`src/rtl/core/assert_macros.svh`:
```
// assertion macros for the rtl files that check themselves
`ifndef ASSERT_MACROS_SVH
`define ASSERT_MACROS_SVH

// check a property on every rising clk edge outside of reset
`define CHECK_CLK(label, prop, msg) \
	label: assert property (@(posedge clk) disable iff (!arst_n) prop) else $error(msg);

// check a property that only needs to hold in the cycle after a trigger
`define CHECK_NEXT(label, trig, prop, msg) \
	`CHECK_CLK(label, (trig) |=> (prop), msg)

`endif

```
`src/rtl/core/lrou_pkg.sv`:
```
// package: constants, function codes and controller/datapath link types for the looper
package lrou_pkg;

	localparam int LOOP_LENGTH  = 262144;
	localparam int SAMPLE_WIDTH = 24;
	localparam int POS_W        = 18;
	localparam int TAKE_W       = 8;
	localparam int ADDR_W       = $clog2(LOOP_LENGTH);

	typedef enum logic [1:0] {
		FN_SAMPLE = 2'd0,
		FN_TAKE   = 2'd1,
		FN_UNDO   = 2'd2,
		FN_CLEAR  = 2'd3
	} func_t;

	typedef logic signed [SAMPLE_WIDTH-1:0] sample_t;
	typedef logic [TAKE_W-1:0]              take_t;
	typedef logic [ADDR_W-1:0]              addr_t;

	// controller to datapath
	typedef struct packed {
		logic capture;
		logic commit;
		logic clear_step;
	} lrou_cmd_t;

	// datapath to controller
	typedef struct packed {
		func_t func;
		logic  clear_last;
	} lrou_sts_t;

endpackage

```
`src/rtl/core/lrou_ctrl.sv`:
```
// controller: request sequencing, result valid and bank clear sweep
module lrou_ctrl
	import lrou_pkg::*;
(
	input  logic      clk,
	input  logic      arst_n,
	input  logic      req_valid,
	output logic      req_ready,
	output logic      rsp_valid,
	input  logic      rsp_ready,
	output lrou_cmd_t cmd,
	input  lrou_sts_t sts,
	output logic      clearing
);
	typedef enum logic [1:0] {
		ST_CLEAR,
		ST_IDLE,
		ST_DONE
	} state_t;

	state_t state_q;
	logic   out_valid_q;
	logic   slot_free;

	assign slot_free      = !out_valid_q || rsp_ready;
	assign cmd.capture    = (state_q == ST_IDLE) && req_valid;
	assign cmd.commit     = (state_q == ST_DONE) && slot_free;
	assign cmd.clear_step = (state_q == ST_CLEAR);

	assign req_ready = (state_q == ST_IDLE);
	assign rsp_valid = out_valid_q;
	assign clearing  = (state_q == ST_CLEAR);

	always_ff @(posedge clk or negedge arst_n) begin
		if (!arst_n) begin
			state_q     <= ST_CLEAR;
			out_valid_q <= 1'b0;
		end else begin
			if (cmd.commit) begin
				out_valid_q <= 1'b1;
			end else if (rsp_ready) begin
				out_valid_q <= 1'b0;
			end
			unique case (state_q)
				ST_CLEAR: begin
					if (sts.clear_last) begin
						state_q <= ST_IDLE;
					end
				end
				ST_IDLE: begin
					if (req_valid) begin
						state_q <= ST_DONE;
					end
				end
				ST_DONE: begin
					// a clear request sweeps both banks before the next request
					if (slot_free) begin
						state_q <= (sts.func == FN_CLEAR) ? ST_CLEAR : ST_IDLE;
					end
				end
				default: begin
					state_q <= ST_CLEAR;
				end
			endcase
		end
	end
endmodule

```
`config.mk`:
```
export PLATFORM = sky130hd
export DESIGN_NAME = lrou_ctrl
export DESIGN_NICKNAME = d
export VERILOG_FILES = /design/src/rtl/core/assert_macros.svh /design/src/rtl/core/lrou_pkg.sv /design/src/rtl/core/lrou_ctrl.sv
export SDC_FILE = /design/constraint.sdc
export NUM_CORES = 1
export LEC_CHECK = 0
export ABC_AREA = 1
export BUFFER_PORTS_ARGS = -buffer_cell sky130_fd_sc_hd__buf_2
export CORE_AREA = 8 8 45 47
export DETAILED_ROUTE_END_ITERATION = 10
export DIE_AREA = 0 0 53 55
export SYNTH_ARGS = -nofsm -noshare
export SYNTH_HDL_FRONTEND = slang
export SYNTH_SLANG_ARGS = --single-unit
```
`constraint.sdc`:
```
create_clock -name clk -period 2.2 [get_ports clk]
set_input_delay 0.22 -clock clk [delete_from_list [all_inputs] [get_ports clk]]
set_output_delay 0.22 -clock clk [all_outputs]
set_load 0.05 [all_outputs]
```
# Yosys cells after proc, flatten, opt, wreduce, memory -nomap -nowiden
# Index checks and enable logic that the tools add are counted.
[word_totals] output_inout_bits=6 register_bits=3
[classes] eq_ne=6 reduce_logical=7 mux=7
[ops] operator="2-bit two-way mux" count=3
[ops] operator="2-bit inequality test (second input constant)" count=3
[ops] operator="2-bit one-hot mux with 3 select lines" count=1
[ops] operator="2-bit == test (second input constant)" count=2
[ops] operator="1-bit two-way mux" count=3
[ops] operator="3-bit AND reduction" count=1
[ops] operator="2-bit by 1-bit == test with 1-bit output (second input constant)" count=1
[ops] operator="1-bit logical AND" count=2
[ops] operator="2-bit zero test" count=1
[ops] operator="2-bit nonzero test" count=1
[ops] operator="1-bit zero test" count=1
[ops] operator="1-bit logical OR" count=1

# Logic depth before layout (Yosys ltp)
[depth] ltp_word=4 mapped_depth=5 ltp_nobuf=5

# Worst setup path before layout
# Ideal clock, no wire load.
[synth_timing] kind="reg2out" startpoint="register state_q[0]" endpoint="output cmd[0] in the netlist's numbering" stages_incl_launch_ff=3 arrival_time_ns=1.427 slack_ns=0.553 path_buffers=1 cell_sequence="dfrtp_1 nor2_1 buf_4"
[synth_via] elab_chain_len=1
[synth_rtl] element="start, declared" line="lrou_ctrl.sv:21" rtl="state_t state_q;"
[synth_rtl] element="start signal, assigned" line="lrou_ctrl.sv:58" rtl="state_q <= (sts.func == FN_CLEAR) ? ST_CLEAR : ST_IDLE;"
[synth_rtl] element="2-bit zero test"
[synth_rtl] element="end, declared" line="lrou_ctrl.sv:11" rtl="output lrou_cmd_t cmd,"
# No other way between the ends.

==> key figures <==
Global routing
  – Initial antenna violation count: 0
  – Total global routing track utilization: 4.21%
  – Grt ovf: 0
  – Vias in the first global route: 202
  – First-pass GRT wire length: approximately 740 µm
  – Largest net degree at the start of global routing: 5

Flow run
  – Max-Cap Viols: 0

STA
  – Max Fclk: between 0.7 and 0.8 GHz
  – RSZ-0062 raised after global routing: no
  – Final Skew: 0.000283 ns
  – Final Hold Vio Count: 0
  – Final setup violation count: 0
  – Crit share post-route: 62.0%
  – Worst rel slew slack: 83.2%
  – Slew @ Worst Pin: 0.253 ns
  – Setup TNS: 0 ns
  – Tmin final: 1.36 ns
  – Final Slew Violations: 0

Worst setup path
  – Req. time, crit path: 1.98 ns
  – Startpoint Class: register
  – Setup crit end kind: primary output
  – Worst Path Class, Setup: reg2out
  – CP max FO: 4
  – CP Data Arrival Time: 1.14 ns

Clock tree
  – Clk buf depth: 2
  – H-tree levels: 1
  – Num CTS Buffers: 3
  – Setup bufs post-CTS: 0
  – Later-pin clock latency in the skew report: around 0.23 ns
  – Clock-pin transition on the worst setup and hold timing paths: 0.03 ns
  – CTS tree: built
  – CTS sink count: 3
  – Root Buffer: clkbuf_4

Floorplanning
  – Core Area: 0.00138 mm²
  – Die X-Extent: 53 µm
  – Num ports: 13
  – Initial core utilization: around an eighth
  – Total die area: ~0.003 mm²
  – Die Ht: 55 µm
  – Cell Rows: 14

Detailed routing
  – Routed Antenna Nets: 0
  – Top Metal Used: met4
  – DRT iter0 DRCs: 2
  – Routed WL: 491 µm
  – Met2 wire length: 223 µm
  – Routed length per instance: 8.77 µm
  – DRC errors left: 0
  – Vias per cell: 3.43
  – Drt first pass iters: 3
  – Met1 Wirelength: about 180 µm
  – Total number of vias: 192
  – Met3 WL post-DR: 67 µm

Logic synthesis
  – Syn Nets: 31
  – Synth Warn #: 0
  – Most common cell in the synthesized netlist: inv_1
  – Synth cell types: 11
  – Area leader, netlist: dfrtp_1
  – Cells after synthesis: 24
  – Netlist Area Pre-Place: 174 µm²
  – Syn avg cell area: roughly 7.2 µm²
  – Synth cell count leaders: inv_1 (5), nand2_1 (4), nor2_1 (4)
  – Top-area cell type share of the netlist area: between 40% and 50%
  – Post-synth ARST share: 100%
  – Ys flop type: dfrtp_1
  – Number of synthesized flops with an enable pin: 0
  – Seq/Total Area, Yosys: 43.2%
  – Synth area leaders: dfrtp_1 (43%), inv_1 (11%), nand2_1 (8.6%)
  – Seq cells post-synth: 3

Final layout
  – Fillers: 167
  – Fin cells: between 50 and 60
  – Cell area after layout: ~280 µm²
  – Area grow syn2layout: 62.6%
  – Final Util: between 20% and 30%
  – Ratio of cells with drive above 1 in the final layout: between 40% and 50%
  – # diodes: 0
  – Final nets: 48

Power
  – Static leakage: 0.163 nW
  – Maximum vdd drop: 0.417 mV
  – Pwr/cell area: 1850 mW/mm²

Worst hold path
  – Hold Crit Class: in2reg

Place
  – Placed Cells incl. Taps: 51
  – Dpl hpwl: 425 µm
  – Buffers on Ports: 12
  – Routability cong.: between 0.6 and 0.7
  – Post-DP Area: 246 µm²

Status
  – Status: completed
-- cell families after synthesis --
| group | Yosys count | synth area share, % |
|---|---|---|
| AO/OA/AOI/OAI | 3 | 10.1 |
| AND/OR/NAND/NOR | 11 | 29.5 |
| buffers and inverters | 7 | 17.3 |
| flip-flops | 3 | 43.2 |
-- report_power, final --
group / switching [mW] / internal, mW
sequential: 0.0203 / 0.0798
clock: 0.0265 / 0.0678
combinational: 0.259 / 0.0690
-- layer usage --
layer	vias to the layer above	GRT usage, %
li1	101	-
met1	79	3.20
met2	10	4.49
met3	2	2.41
met4	0	10.3
met5	-	0
-- cells in the final DEF (no fill, tap or decap), types with 2 or more instances in the layout --
master,n
buf_2,12
inv_1,5
o21ai_0,2
clkbuf_4,3
nand2_1,4
dfrtp_1,3
nor2_1,4
-- final cells by class --
type | instances | area (µm²) | share of cell area [%]
Inverter | 6 | 22.5 | 7.96
Clock buffer | 4 | 26.3 | 9.29
Multi-Input combinational cell | 14 | 68.8 | 24.3
Tap cell | 16 | 20.0 | 7.08
Sequential cell | 3 | 75.1 | 26.5
Timing Repair Buffer | 13 | 70.1 | 24.8
-- state kept, by name, summed over array words and instances, names as in the netlist --
name       flops
rsp_valid      1
state_q        2
-- critical path: stages (launching register included) --
cell	delay (ns)
dfrtp_1	0.40
nor2_2	0.13
inv_1	0.05
nor2_1	0.07
buf_2	0.26
-- path summary, 6_finish.rpt --
path	cells after the start	from	slack (ns)	to
setup / recovery	4	state_q[0]$_DFFE_PN0P_	0.84	cmd[1]
max in group asynchronous	2	arst_n	1.77	state_q[0]$_DFFE_PN0P_
hold reg to reg	2	rsp_valid$_DFFE_PN0P_	0.54	rsp_valid$_DFFE_PN0P_
min in group asynchronous	2	arst_n	0.32	state_q[1]$_DFFE_PN0P_
setup reg to reg	4	state_q[0]$_DFFE_PN0P_	1.36	state_q[0]$_DFFE_PN0P_
hold / removal	2	rsp_ready	0.20	rsp_valid$_DFFE_PN0P_
-- stage by stage --
step / setup WS (ns) / hold slack, ns / power, mW
after global routing: 0.729 / 0.232 / 0.559
after floorplan: 0.553 / -0.0756 / 0.374
final: 0.835 / 0.200 / 0.522
after global placement: 1.06 / 0.0175 / 0.429
after CTS: 0.811 / 0.199 / 0.533
after detailed placement: 1.06 / 0.0196 / 0.432
-- what timing repair did --
item                                   in CTS  in global routing
gates resized for setup                     0                  0
endpoints found under the hold margin       3                  0
hold buffers                                1                  0
Note: power is estimated with default switching activity, not from simulation.
